File: src/sv/fwrde_pkg.sv
`timescale 1ns / 1ps
`default_nettype none
// ----------------------------------------------------------------------------
// fwrde_pkg: shared types and constants of the radix digit emitter
// Widths, register indexes, reset values, the state type and the digit to
// ASCII mapping used by the interfaces and the core.
// ----------------------------------------------------------------------------
package fwrde_pkg;

    // Fixed field widths of the channels and of the core's digit and count fields.
    localparam int VALUE_W     = 32;
    localparam int CHAR_W      = 7;
    localparam int CFG_DATA_W  = 6;
    localparam int CFG_INDEX_W = 2;
    localparam int DIGIT_W     = 6;
    localparam int CNT_W       = 7;

    // Defaults of the core parameters.
    localparam int MAX_DIGITS_DEF  = 32;
    localparam int VALUE_WIDTH_DEF = 32;

    // Dividend bits consumed by the divider in one cycle.
    localparam int BITS_PER_STEP = 8;

    // Configuration register indexes.
    localparam logic [CFG_INDEX_W-1:0] REG_RADIX       = 2'd0;
    localparam logic [CFG_INDEX_W-1:0] REG_DIGIT_COUNT = 2'd1;

    localparam logic [CFG_DATA_W-1:0] RADIX_RESET       = 6'd10;
    localparam logic [CFG_DATA_W-1:0] DIGIT_COUNT_RESET = 6'd8;
    localparam logic [CFG_DATA_W-1:0] RADIX_MIN         = 6'd2;
    localparam logic [CFG_DATA_W-1:0] RADIX_MAX         = 6'd36;

    localparam logic [CHAR_W-1:0] CHAR_ZERO = 7'd48;
    localparam logic [CHAR_W-1:0] CHAR_A    = 7'd65;
    localparam logic [CHAR_W-1:0] CHAR_Z    = 7'd90;
    localparam logic [DIGIT_W-1:0] DEC_LIMIT = 6'd10;

    typedef enum logic [2:0] {
        S_IDLE,
        S_DIV,
        S_READ,
        S_SHOW,
        S_ERR
    } t_state;

    function automatic logic [CHAR_W-1:0] ascii_of(input logic [DIGIT_W-1:0] d);
        logic [DIGIT_W-1:0] alpha;
        alpha = d - DEC_LIMIT;
        if (d < DEC_LIMIT) begin
            return CHAR_ZERO + {1'b0, d};
        end
        return CHAR_A + {1'b0, alpha};
    endfunction

endpackage
`default_nettype wire

File: src/sv/fwrde_if.sv
`timescale 1ns / 1ps
`default_nettype none
// ----------------------------------------------------------------------------
// fwrde_if: channel interfaces of the radix digit emitter
// Input value channel, digit output channel and configuration write channel,
// each with valid/ready handshake.
// ----------------------------------------------------------------------------
interface fwrde_in_if;
    logic                           valid;
    logic                           ready;
    logic [fwrde_pkg::VALUE_W-1:0]  value;

    modport source (output valid, output value, input ready);
    modport sink   (input valid, input value, output ready);
endinterface

interface fwrde_out_if;
    logic                           valid;
    logic                           ready;
    logic [fwrde_pkg::CHAR_W-1:0]   char_code;
    logic                           is_last;
    logic                           bad_radix;

    modport source (output valid, output char_code, output is_last, output bad_radix,
                    input ready);
    modport sink   (input valid, input char_code, input is_last, input bad_radix,
                    output ready);
endinterface

interface fwrde_cfg_if;
    logic                               valid;
    logic                               ready;
    logic [fwrde_pkg::CFG_INDEX_W-1:0]  index;
    logic [fwrde_pkg::CFG_DATA_W-1:0]   data;

    modport source (output valid, output index, output data, input ready);
    modport sink   (input valid, input index, input data, output ready);
endinterface
`default_nettype wire

File: src/sv/fixed_width_radix_digit_emitter_core.sv
`timescale 1ns / 1ps
`default_nettype none
// Sequence: an item is accepted, then divided by the radix once per digit (N digits),
// then each digit is read from the store and shown; an output stall holds the word.
// A bad radix gives its error word in the cycle after the accept.
// Throughput: one item at a time; the shared 8-bit-per-cycle divider sets the rate.
// Reset: synchronous active-low; radix returns to 10, digit count to 8, and both
// input channels hold ready low while reset is asserted.
// ----------------------------------------------------------------------------
// fixed_width_radix_digit_emitter_core: value to fixed-width base-N digits
// Repeatedly divides the value by the radix with one shared restoring divider,
// stores the remainders, then emits them most significant first as ASCII.
// ----------------------------------------------------------------------------
module fixed_width_radix_digit_emitter_core #(
    parameter int MAX_DIGITS  = fwrde_pkg::MAX_DIGITS_DEF,
    parameter int VALUE_WIDTH = fwrde_pkg::VALUE_WIDTH_DEF
) (
    input  wire            i_clk,
    input  wire            i_rst_n,
    fwrde_in_if.sink       i_in,
    fwrde_out_if.source    o_out,
    fwrde_cfg_if.sink      i_cfg
);

    localparam int STEP   = fwrde_pkg::BITS_PER_STEP;
    localparam int NCHUNK = (VALUE_WIDTH + STEP - 1) / STEP;
    localparam int VWP    = NCHUNK * STEP;
    localparam int CKW    = (NCHUNK > 1) ? $clog2(NCHUNK) : 1;
    localparam int IW     = (MAX_DIGITS > 1) ? $clog2(MAX_DIGITS) : 1;
    localparam int DW     = fwrde_pkg::DIGIT_W;
    localparam int CW     = fwrde_pkg::CNT_W;

    fwrde_pkg::t_state r_state, n_state;

    logic [fwrde_pkg::CFG_DATA_W-1:0] r_cfg_radix;
    logic [fwrde_pkg::CFG_DATA_W-1:0] r_cfg_count;

    logic [VWP-1:0]  r_quot, n_quot;
    logic [DW-1:0]   r_rem, n_rem;
    logic [CKW-1:0]  r_chunk, n_chunk;
    logic [IW-1:0]   r_idx, n_idx;
    logic [IW-1:0]   r_last_idx, n_last_idx;
    logic [DW-1:0]   r_rd_data;
    logic [DW-1:0]   r_mem [MAX_DIGITS];

    logic [VWP-1:0]  w_val_ext;
    logic [VWP-1:0]  w_quot_shift;
    logic [STEP-1:0] w_qbits;
    logic [DW-1:0]   w_rem_step;
    logic [CW-1:0]   w_eff;
    logic [CW-1:0]   w_eff_m1;
    logic            w_bad;
    logic            w_we;
    logic            w_in_acc;
    logic            w_out_acc;

    // Zero-extend or truncate the input field to the working dividend width.
    for (genvar k = 0; k < VWP; k++) begin : g_ext
        if (k < VALUE_WIDTH && k < fwrde_pkg::VALUE_W) begin : g_bit
            assign w_val_ext[k] = i_in.value[k];
        end else begin : g_zero
            assign w_val_ext[k] = 1'b0;
        end
    end

    assign w_bad = (r_cfg_radix < fwrde_pkg::RADIX_MIN) || (r_cfg_radix > fwrde_pkg::RADIX_MAX);
    assign w_eff = ({1'b0, r_cfg_count} > CW'(MAX_DIGITS)) ? CW'(MAX_DIGITS)
                                                             : {1'b0, r_cfg_count};
    assign w_eff_m1 = w_eff - CW'(1);

    assign i_cfg.ready = i_rst_n;
    assign i_in.ready  = i_rst_n && (r_state == fwrde_pkg::S_IDLE);
    assign w_in_acc    = i_in.valid && i_in.ready;
    assign w_out_acc   = o_out.valid && o_out.ready;

    assign o_out.valid     = (r_state == fwrde_pkg::S_SHOW) || (r_state == fwrde_pkg::S_ERR);
    assign o_out.bad_radix = (r_state == fwrde_pkg::S_ERR);
    assign o_out.is_last   = (r_state == fwrde_pkg::S_ERR) || (r_idx == '0);
    assign o_out.char_code = (r_state == fwrde_pkg::S_ERR) ? '0
                                                           : fwrde_pkg::ascii_of(r_rd_data);

    // One divider step: eight restoring compare-subtract stages on the top byte.
    always_comb begin
        logic [DW:0] t;
        logic [DW:0] rad;
        rad        = {1'b0, r_cfg_radix};
        w_rem_step = r_rem;
        w_qbits    = '0;
        for (int b = STEP - 1; b >= 0; b--) begin
            t = {w_rem_step, r_quot[VWP - STEP + b]};
            if (t >= rad) begin
                t          = t - rad;
                w_qbits[b] = 1'b1;
            end
            w_rem_step = t[DW-1:0];
        end
        w_quot_shift = r_quot << STEP;
    end

    always_comb begin
        n_state    = r_state;
        n_quot     = r_quot;
        n_rem      = r_rem;
        n_chunk    = r_chunk;
        n_idx      = r_idx;
        n_last_idx = r_last_idx;
        w_we       = 1'b0;
        unique case (r_state)
            fwrde_pkg::S_IDLE: begin
                if (w_in_acc) begin
                    n_quot     = w_val_ext;
                    n_rem      = '0;
                    n_chunk    = '0;
                    n_idx      = '0;
                    n_last_idx = w_eff_m1[IW-1:0];
                    if (w_bad) begin
                        n_state = fwrde_pkg::S_ERR;
                    end else if (w_eff != '0) begin
                        n_state = fwrde_pkg::S_DIV;
                    end
                end
            end
            fwrde_pkg::S_DIV: begin
                n_quot  = w_quot_shift | VWP'(w_qbits);
                n_rem   = w_rem_step;
                n_chunk = r_chunk + CKW'(1);
                if (r_chunk == CKW'(NCHUNK - 1)) begin
                    // Quotient complete: store this digit and start the next one.
                    w_we    = 1'b1;
                    n_rem   = '0;
                    n_chunk = '0;
                    if (r_idx == r_last_idx) begin
                        n_state = fwrde_pkg::S_READ;
                    end else begin
                        n_idx = r_idx + IW'(1);
                    end
                end
            end
            fwrde_pkg::S_READ: begin
                n_state = fwrde_pkg::S_SHOW;
            end
            fwrde_pkg::S_SHOW: begin
                if (w_out_acc) begin
                    if (r_idx == '0) begin
                        n_state = fwrde_pkg::S_IDLE;
                    end else begin
                        n_idx   = r_idx - IW'(1);
                        n_state = fwrde_pkg::S_READ;
                    end
                end
            end
            fwrde_pkg::S_ERR: begin
                if (w_out_acc) begin
                    n_state = fwrde_pkg::S_IDLE;
                end
            end
            default: begin
                n_state = fwrde_pkg::S_IDLE;
            end
        endcase
    end

    always_ff @(posedge i_clk) begin
        if (!i_rst_n) begin
            r_state    <= fwrde_pkg::S_IDLE;
            r_chunk    <= '0;
            r_idx      <= '0;
            r_last_idx <= '0;
        end else begin
            r_state    <= n_state;
            r_chunk    <= n_chunk;
            r_idx      <= n_idx;
            r_last_idx <= n_last_idx;
        end
    end

    always_ff @(posedge i_clk) begin
        if (!i_rst_n) begin
            r_cfg_radix <= fwrde_pkg::RADIX_RESET;
            r_cfg_count <= fwrde_pkg::DIGIT_COUNT_RESET;
        end else if (i_cfg.valid && i_cfg.ready) begin
            unique case (i_cfg.index)
                fwrde_pkg::REG_RADIX:       r_cfg_radix <= i_cfg.data;
                fwrde_pkg::REG_DIGIT_COUNT: r_cfg_count <= i_cfg.data;
                default: begin
                end
            endcase
        end
    end

    always_ff @(posedge i_clk) begin
        r_quot <= n_quot;
        r_rem  <= n_rem;
    end

    // Digit store: written least significant first, read back in reverse.
    always_ff @(posedge i_clk) begin
        if (w_we) begin
            r_mem[r_idx] <= w_rem_step;
        end
        r_rd_data <= r_mem[r_idx];
    end

`ifndef ASSERT_OFF
    a_rem_below_radix: assert property (@(posedge i_clk) disable iff (!i_rst_n)
        (r_state == fwrde_pkg::S_DIV) |-> (r_rem < r_cfg_radix))
        else $error("divider remainder reached the radix");

    a_no_accept_while_showing: assert property (@(posedge i_clk) disable iff (!i_rst_n)
        o_out.valid |-> !i_in.ready)
        else $error("input ready while a word is pending");

    a_char_range: assert property (@(posedge i_clk) disable iff (!i_rst_n)
        (o_out.valid && !o_out.bad_radix) |->
        ((o_out.char_code >= fwrde_pkg::CHAR_ZERO && o_out.char_code < fwrde_pkg::CHAR_A - 7'd7)
         || (o_out.char_code >= fwrde_pkg::CHAR_A && o_out.char_code <= fwrde_pkg::CHAR_Z)))
        else $error("digit code out of range");

    a_idle_after_last: assert property (@(posedge i_clk) disable iff (!i_rst_n)
        (o_out.valid && o_out.ready && o_out.is_last) |=> i_in.ready)
        else $error("not ready after the last word");
`endif

endmodule
`default_nettype wire
File: src/flat_wrapper.sv
// flat-port wrapper written by rule: the top's interface ports become plain ports
module fixed_width_radix_digit_emitter_core_flat 
#(
    parameter int MAX_DIGITS  = fwrde_pkg::MAX_DIGITS_DEF,
    parameter int VALUE_WIDTH = fwrde_pkg::VALUE_WIDTH_DEF
)
  (i_clk, i_rst_n, i_in_valid, i_in_value, i_in_ready, o_out_valid, o_out_char_code, o_out_is_last, o_out_bad_radix, o_out_ready, i_cfg_valid, i_cfg_index, i_cfg_data, i_cfg_ready);
  fwrde_in_if i_in_i ();
  fwrde_out_if o_out_i ();
  fwrde_cfg_if i_cfg_i ();
  input  wire i_clk;
  input  wire i_rst_n;
  input wire logic [$bits(i_in_i.valid)-1:0] i_in_valid;
  input wire logic [$bits(i_in_i.value)-1:0] i_in_value;
  output wire logic [$bits(i_in_i.ready)-1:0] i_in_ready;
  output wire logic [$bits(o_out_i.valid)-1:0] o_out_valid;
  output wire logic [$bits(o_out_i.char_code)-1:0] o_out_char_code;
  output wire logic [$bits(o_out_i.is_last)-1:0] o_out_is_last;
  output wire logic [$bits(o_out_i.bad_radix)-1:0] o_out_bad_radix;
  input wire logic [$bits(o_out_i.ready)-1:0] o_out_ready;
  input wire logic [$bits(i_cfg_i.valid)-1:0] i_cfg_valid;
  input wire logic [$bits(i_cfg_i.index)-1:0] i_cfg_index;
  input wire logic [$bits(i_cfg_i.data)-1:0] i_cfg_data;
  output wire logic [$bits(i_cfg_i.ready)-1:0] i_cfg_ready;
  assign i_in_i.valid = i_in_valid;
  assign i_in_i.value = i_in_value;
  assign i_in_ready = i_in_i.ready;
  assign o_out_valid = o_out_i.valid;
  assign o_out_char_code = o_out_i.char_code;
  assign o_out_is_last = o_out_i.is_last;
  assign o_out_bad_radix = o_out_i.bad_radix;
  assign o_out_i.ready = o_out_ready;
  assign i_cfg_i.valid = i_cfg_valid;
  assign i_cfg_i.index = i_cfg_index;
  assign i_cfg_i.data = i_cfg_data;
  assign i_cfg_ready = i_cfg_i.ready;
  fixed_width_radix_digit_emitter_core #(.MAX_DIGITS(MAX_DIGITS), .VALUE_WIDTH(VALUE_WIDTH)) u_core (.i_clk(i_clk), .i_rst_n(i_rst_n), .i_in(i_in_i), .o_out(o_out_i), .i_cfg(i_cfg_i));
endmodule
File: config.mk
export PLATFORM = sky130hd
export DESIGN_NAME = fixed_width_radix_digit_emitter_core_flat
export DESIGN_NICKNAME = d
export VERILOG_FILES = /design/src/sv/fwrde_pkg.sv /design/src/sv/fwrde_if.sv /design/src/sv/fixed_width_radix_digit_emitter_core.sv /design/src/flat_wrapper.sv
export SDC_FILE = /design/constraint.sdc
export NUM_CORES = 1
export LEC_CHECK = 0
export ABC_CLOCK_PERIOD_IN_PS = 17300
export BUFFER_PORTS_ARGS = -buffer_cell sky130_fd_sc_hd__buf_2
export CAP_MARGIN = 20
export CORE_ASPECT_RATIO = 1.1
export CORE_MARGIN = 1.5
export CORE_UTILIZATION = 58
export CTS_BUF_LIST = sky130_fd_sc_hd__clkbuf_8
export DETAILED_ROUTE_END_ITERATION = 12
export PLACE_DENSITY = 0.79
export SLEW_MARGIN = 25
export SYNTH_ARGS = -nofsm -noshare
export SYNTH_HDL_FRONTEND = slang
export SYNTH_SLANG_ARGS = --single-unit
File: constraint.sdc
create_clock -name i_clk -period 17.3 [get_ports i_clk]
set_input_delay 3.46 -clock i_clk [delete_from_list [all_inputs] [get_ports i_clk]]
set_output_delay 3.46 -clock i_clk [all_outputs]
set_load 0.05 [all_outputs]
==> results of run 1 <==
## stage by stage
| step | setup TNS (ns) | worst slack [ns] | utilization (%) | instance area (um^2) | std cells |
|---|---|---|---|---|---|
| after floorplan | 0 | 0.670 | - | 13700 | 1088 |
| after global placement | 0 | 0.695 | 62.5 | 14400 | 1424 |
| after detailed placement | 0 | 0.185 | 62.5 | 14400 | 1424 |
| after CTS | 0 | 0.103 | 65.8 | 15100 | 1497 |
| after global routing | -0.864 | -0.0294 | 66.2 | 15200 | 1497 |
| final | 0 | 1.06 | 66.2 | 15200 | 1497 |
## cell families (layout without fill, tap and decap cells)
family | Yosys count | count (layout) | synth area share (%)
AND/OR/NAND/NOR | 341 | 341 | 12.2
XOR/XNOR | 38 | 38 | 2.43
multiplexers | 87 | 87 | 10.8
adder cells (fa/ha/maj) | 66 | 66 | 6.52
AO/OA/AOI/OAI | 200 | 200 | 9.98
flip-flops | 263 | 263 | 55.2
buffers and inverters | 93 | 202 | 2.80
## area by class of cell
| type | count | area, um^2 |
|---|---|---|
| tap | 300 | 375 |
| multi-input combinational | 732 | 5840 |
| fill | 1628 | 7780 |
| inverter | 49 | 184 |
| clock inverter | 32 | 209 |
| sequential | 263 | 7570 |
| clock buffer | 41 | 564 |
| timing repair buffer | 80 | 475 |
## state kept, by name, indices dropped and copies added (netlist names)
| signal | flops |
|---|---|
| u_core.r_cfg_count | 6 |
| u_core.r_cfg_radix | 6 |
| u_core.r_chunk | 2 |
| u_core.r_idx | 5 |
| u_core.r_last_idx | 5 |
| u_core.r_mem | 192 |
| u_core.r_quot | 32 |
| u_core.r_rd_data | 6 |
| u_core.r_rem | 6 |
| u_core.r_state | 3 |
## worst max-delay path, delay by kind of cell, from the launching register on
kind,cells,cell delay (ns)
flops,1,0.40
fa+ha+maj,8,2.61
compound gates,39,8.90
buf+inv,3,0.49
mux,4,1.48
simple gates,10,1.98
## cells in the final DEF, fill, tap and decap left out, types with 18 or more instances in the layout
cell	instances
nand2_1	122
buf_4	20
ha_1	57
buf_2	56
inv_1	61
a21oi_1	42
mux2i_1	23
xnor2_1	23
nor2b_1	36
edfxtp_1	230
a21o_1	18
nor2_1	71
mux4_2	48
o21ai_0	37
clkbuf_8	41
dfxtp_1	31
## path summary, 6_finish.rpt
kind	cells after the start	to	start
setup reg to reg	64	u_core.r_mem[26][2]	u_core.r_rem[3]
hold reg to reg	2	u_core.r_last_idx[0]	u_core.r_last_idx[0]
hold / removal	2	u_core.r_last_idx[0]	u_core.r_last_idx[0]
setup / recovery	64	u_core.r_mem[26][2]	u_core.r_rem[3]
## timing repair
action                                  4_1_cts  5_1_grt
endpoints found under the setup margin        0      199
setup buffers                                 0        0
resized for setup                             0       26
## routing by layer
layer | routed length (um) | vias to the layer above
met2 | 15100 | 393
met4 | 1000 | 0
met3 | 2210 | 86
li1 | - | 4254
met5 | 0 | -
met1 | 12900 | 4488
==> results by group, run 1 <==
Run status
  • Status: finished clean

Placement
  • DPL Wire Length: 21400 um
  • PortBufs: 56
  • Routability cong.: 0.909

Finish
  • Proportion of layout cells with a drive suffix above 1: 19.4%
  • P&R area growth vs syn: 11.0%
  • Antenna cells: 0
  • NumNets Final: 1278

Setup path
  • FF-to-FF setup slack: 1.06 ns
  • CP max stage cell: mux2_4
  • Crit Path Category: reg -> reg
  • Critical path's largest stage delay: 0.47 ns
  • Critical path data required time: 17.54 ns
  • Arr. time, crit path: 16.49 ns
  • Setup crit start kind: flip-flop
  • Largest fanout on the critical path: 32
  • Setup crit end kind: flip-flop

Global route
  • GR Layer Usage met1: 34.8%
  • Global routing usage on met2: 42.8%
  • Global-route wire length before repair: 48800 um
  • Largest net degree at the start of global routing: 56
  • Most Used Layer, Global Route: met2
  • Vias in the first global route: 8969
  • GRT Overall Usage: 26.0%
  • Grt ovf: 0
  • Initial antenna violation count: 0
  • Met3 usage: 4.78%

Clock network
  • Sink Count: 263
  • CTS Root Buffer Type: clkbuf_8
  • Num CTS Buffers: 41
  • Clock Path Buffers: 3
  • Skew-Pair Late Insertion Delay: 0.57 ns
  • H-tree depth: 2
  • Hold buffer count at CTS: 0
  • CTS clk-pin slew, worst paths: 0.06 ns
  • CTS tree: done

Route
  • Post-DR vias/cell: 6.16
  • Via Count: 9221
  • DR pass1 iterations: 7
  • Routed length per instance: 20.9 um
  • Antenna Nets Post-Route: 0
  • Detailed-route DRC error count: 0
  • Initial drt markers: 795
  • Final wirelength: 31200 um

Logic synthesis
  • Synthesized area per cell: 12.6 um^2
  • Top cell type's share of synthesized area: 50.4%
  • Syn nets: 1199
  • Most common cell in the netlist: edfxtp_1
  • Synth Register Bits: 263
  • Top_reg_cell synth: edfxtp_1
  • Seq/Total Area, Yosys: 55.2%
  • Mapped Cells: 1088
  • Largest cells by area after synthesis: edfxtp_1, mux4_2, ha_1
  • Async set-reset flop share out of synthesis: 0%
  • Commonest cells post-synth: edfxtp_1, nand2_1, nor2_1, ha_1, inv_1
  • Yosys cell types: 70
  • Syn. warnings: 0
  • Yosys top cell by area: edfxtp_1
  • Post-Syn Area: 13700 um^2
  • Post-synth EDFFs: 230

Timing
  • Highest Clock Rate: 61.6 MHz
  • Fin. max-slew vios: 0
  • Max_slew headroom: 36.2%
  • Fin Hold WS: 0.477 ns
  • Crit share post-route: 93.9%
  • Tmin final: 16.24 ns
  • Worst slew pin tran: 0.952 ns
  • Unrepaired setup endpoints after global routing: true
  • Hold Vio Cnt, Final: 0
  • Final Skew: 0.0343 ns
  • Final setup viols: 0

Die
  • Starting Density: 59.6%
  • Die ar.: 24600 um^2
  • Core area: 23000 um^2
  • Die span in y: 164 um
  • Site Rows: 58
  • I/O pins: 57
  • Die X: 150 um

Hold path
  • HP Class: reg -> reg

Job
  • Max-cap violations: 0
Power of run 1 is not shown: default switching activity piles up to over one toggle a cycle in this logic, so the estimate is an artifact.
==> inputs of run 2 (changes only) <==
ABC_CLOCK_PERIOD_IN_PS = 16750   (was 17300)
CORE_UTILIZATION = 60   (was 58)
CTS_BUF_LIST = sky130_fd_sc_hd__clkbuf_2 sky130_fd_sc_hd__clkbuf_4 sky130_fd_sc_hd__clkbuf_8   (was sky130_fd_sc_hd__clkbuf_8)
PLACE_DENSITY = 0.78   (was 0.79)
SKIP_LAST_GASP = 1   (was not set)
clock period = 16.75 ns   (was 17.3 ns; I/O delays follow)
==> run 2 against run 1 <==
First-iteration DRC count is 1.9% lower. Core utilization up 3.4 points. Sequential cell count stayed put. Via count rose by 0.61%. Non-clock buffer count grew 12. Clock skew is 0.011 ns lower. Critical path type unchanged. Highest routed layer unchanged.
==> results by group, run 2 (synthesis gave the netlist of run 1 again) <==
Run status
  • Status: finished clean

Placement
  • DPL Wire Length: 21800 um (+1.6%)
  • PortBufs: 56 (unchanged)
  • Placed Cells: 1423 (-0.070%)
  • Routability cong.: 0.969 (+6.6%)
  • DP Area: 14400 um^2 (+0.15%)

Die
  • Die ar.: 23800 um^2 (-3.3%)
  • I/O pins: 57 (unchanged)
  • Starting Density: 61.6% (+2.0 points)
  • Die X: 147 um (-1.6%)
  • Die span in y: 162 um (-1.6%)
  • Site Rows: 57 (-1.7%)
  • Core area: 22300 um^2 (-3.3%)

Finish
  • Largest regs: u_core.r_mem (192), u_core.r_quot (32)
  • Proportion of layout cells with a drive suffix above 1: 21.5% (+2.2 points)
  • Multi-input logic area: 5890 um^2 (+0.84%)
  • Reg with most FFs: u_core.r_mem
  • Register area: 7570 um^2 (unchanged)
  • Fin area: 15500 um^2 (+1.7%)
  • Fillers: 1562 (-4.1%)
  • Commonest non-fill, non-tap cell in the layout: edfxtp_1
  • Non-Filler Instances: 1512 (+1.0%)
  • Max FFs per register: 192 (unchanged)
  • P&R area growth vs syn: 12.9%
  • NumNets Final: 1293 (+1.2%)
  • Most frequent cells in the layout: edfxtp_1, nand2_1, nor2_1
  • Fin util: 69.6% (+3.4 points)

Timing
  • Fin. max-slew vios: 0 (unchanged)
  • Crit share post-route: 94.5% (+0.60 points)
  • Highest Clock Rate: 63.2 MHz (+2.6%)
  • Hold Vio Cnt, Final: 0 (unchanged)
  • Setup TNS: 0 ns (unchanged)
  • Worst slew pin tran: 0.795 ns (-0.157 ns)
  • Final Skew: 0.0232 ns (-0.0111 ns)
  • Tmin final: 15.83 ns (-0.416 ns)
  • Max_slew headroom: 47.0% (+11 points)
  • Final setup viols: 0 (unchanged)

Global route
  • Grt ovf: 0 (unchanged)
  • Global-route wire length before repair: 48900 um (+0.21%)
  • Initial antenna violation count: 1 (+1)
  • Vias in the first global route: 9276 (+3.4%)
  • GRT Overall Usage: 27.0% (+0.91 points)
  • Largest net degree at the start of global routing: 56 (unchanged)

Route
  • Initial drt markers: 780 (-1.9%)
  • Via Count: 9277 (+0.61%)
  • Detailed-route DRC error count: 0 (unchanged)
  • Final wirelength: 32300 um (+3.4%)
  • DR pass1 iterations: 5 (-2)
  • Antenna Nets Post-Route: 0 (unchanged)
  • Routed length per instance: 21.4 um (+2.4%)
  • Post-DR vias/cell: 6.14 (-0.39%)

Clock network
  • CTS Root Buffer Type: clkbuf_8
  • Sink Count: 263 (unchanged)
  • Clock Path Buffers: 3 (unchanged)
  • Skew-Pair Late Insertion Delay: 0.56 ns (about the same)
  • Num CTS Buffers: 42 (+2.4%)
  • Hold buffer count at CTS: 0 (unchanged)
  • CTS tree: done
  • CTS clk-pin slew, worst paths: 0.07 ns (about the same)
  • H-tree depth: 2 (unchanged)

Job
  • Max-cap violations: 0 (unchanged)

Setup path
  • Setup crit end kind: flip-flop
  • Critical path data required time: 17.16 ns (-0.38 ns)
  • Largest fanout on the critical path: 16 (-50%)
  • Crit Path Category: reg -> reg
  • Critical path's largest stage delay: 0.40 ns (-0.07 ns)
  • Arr. time, crit path: 16.23 ns (-0.26 ns)
  • Setup crit start kind: flip-flop
  • CP max stage cell: edfxtp_1

Hold path
  • HP Class: reg -> reg
-- run 2: cell type report --
class / count / share of cell area [%]
antenna: 1 / 0.0162
clock buffer: 59 / 4.76
clock inverter: 19 / 0.825
inverter: 49 / 1.19
multi-input combinational: 734 / 38.1
sequential: 263 / 48.9
tap: 295 / 2.38
timing repair buffer: 92 / 3.82
-- run 2: path summary, 6_finish.rpt --
path / slack, ns / to / depth (start not counted) / start
max: 0.92 / u_core.r_mem[9][3] / 65 / u_core.r_rem[3]
min: 0.47 / u_core.r_last_idx[0] / 2 / u_core.r_last_idx[0]
max reg2reg: 0.92 / u_core.r_mem[9][3] / 65 / u_core.r_rem[3]
min reg2reg: 0.47 / u_core.r_last_idx[0] / 2 / u_core.r_last_idx[0]
-- run 2: what timing repair did --
item / CTS / global route
cloned: 0 / 3
setup endpoints to repair: 96 / 199
setup buffers: 0 / 7
pin swaps: 0 / 1
gates resized for setup: 3 / 34
-- run 2: through the flow --
stage,hold WS (ns),setup slack (ns)
CTS,0.473,0.00136
detailed placement,0.462,-0.218
floorplan,0.447,0.120
global placement,0.459,0.372
global route,0.513,-0.102
finish,0.473,0.922
-- run 2: worst max-delay path: cells and delay by family (launching register included) --
| kind | cells | cell delay, ns |
|---|---|---|
| muxes | 4 | 1.36 |
| adders and majority gates | 8 | 2.61 |
| buffers and inverters | 4 | 0.71 |
| and+or+nand+nor | 10 | 1.89 |
| DFF | 1 | 0.40 |
| AOI/OAI and AO/OA | 39 | 8.67 |
-- run 2: layer usage --
layer  up-vias  GRT usage [%]  wire length [um]
li1       4298              -                 -
met1      4534           32.5             12400
met2       347           46.1             16600
met3        98           3.50              1560
met4         0           16.9              1790
met5         -              0                 0
Power of run 2 is left out for the same reason.
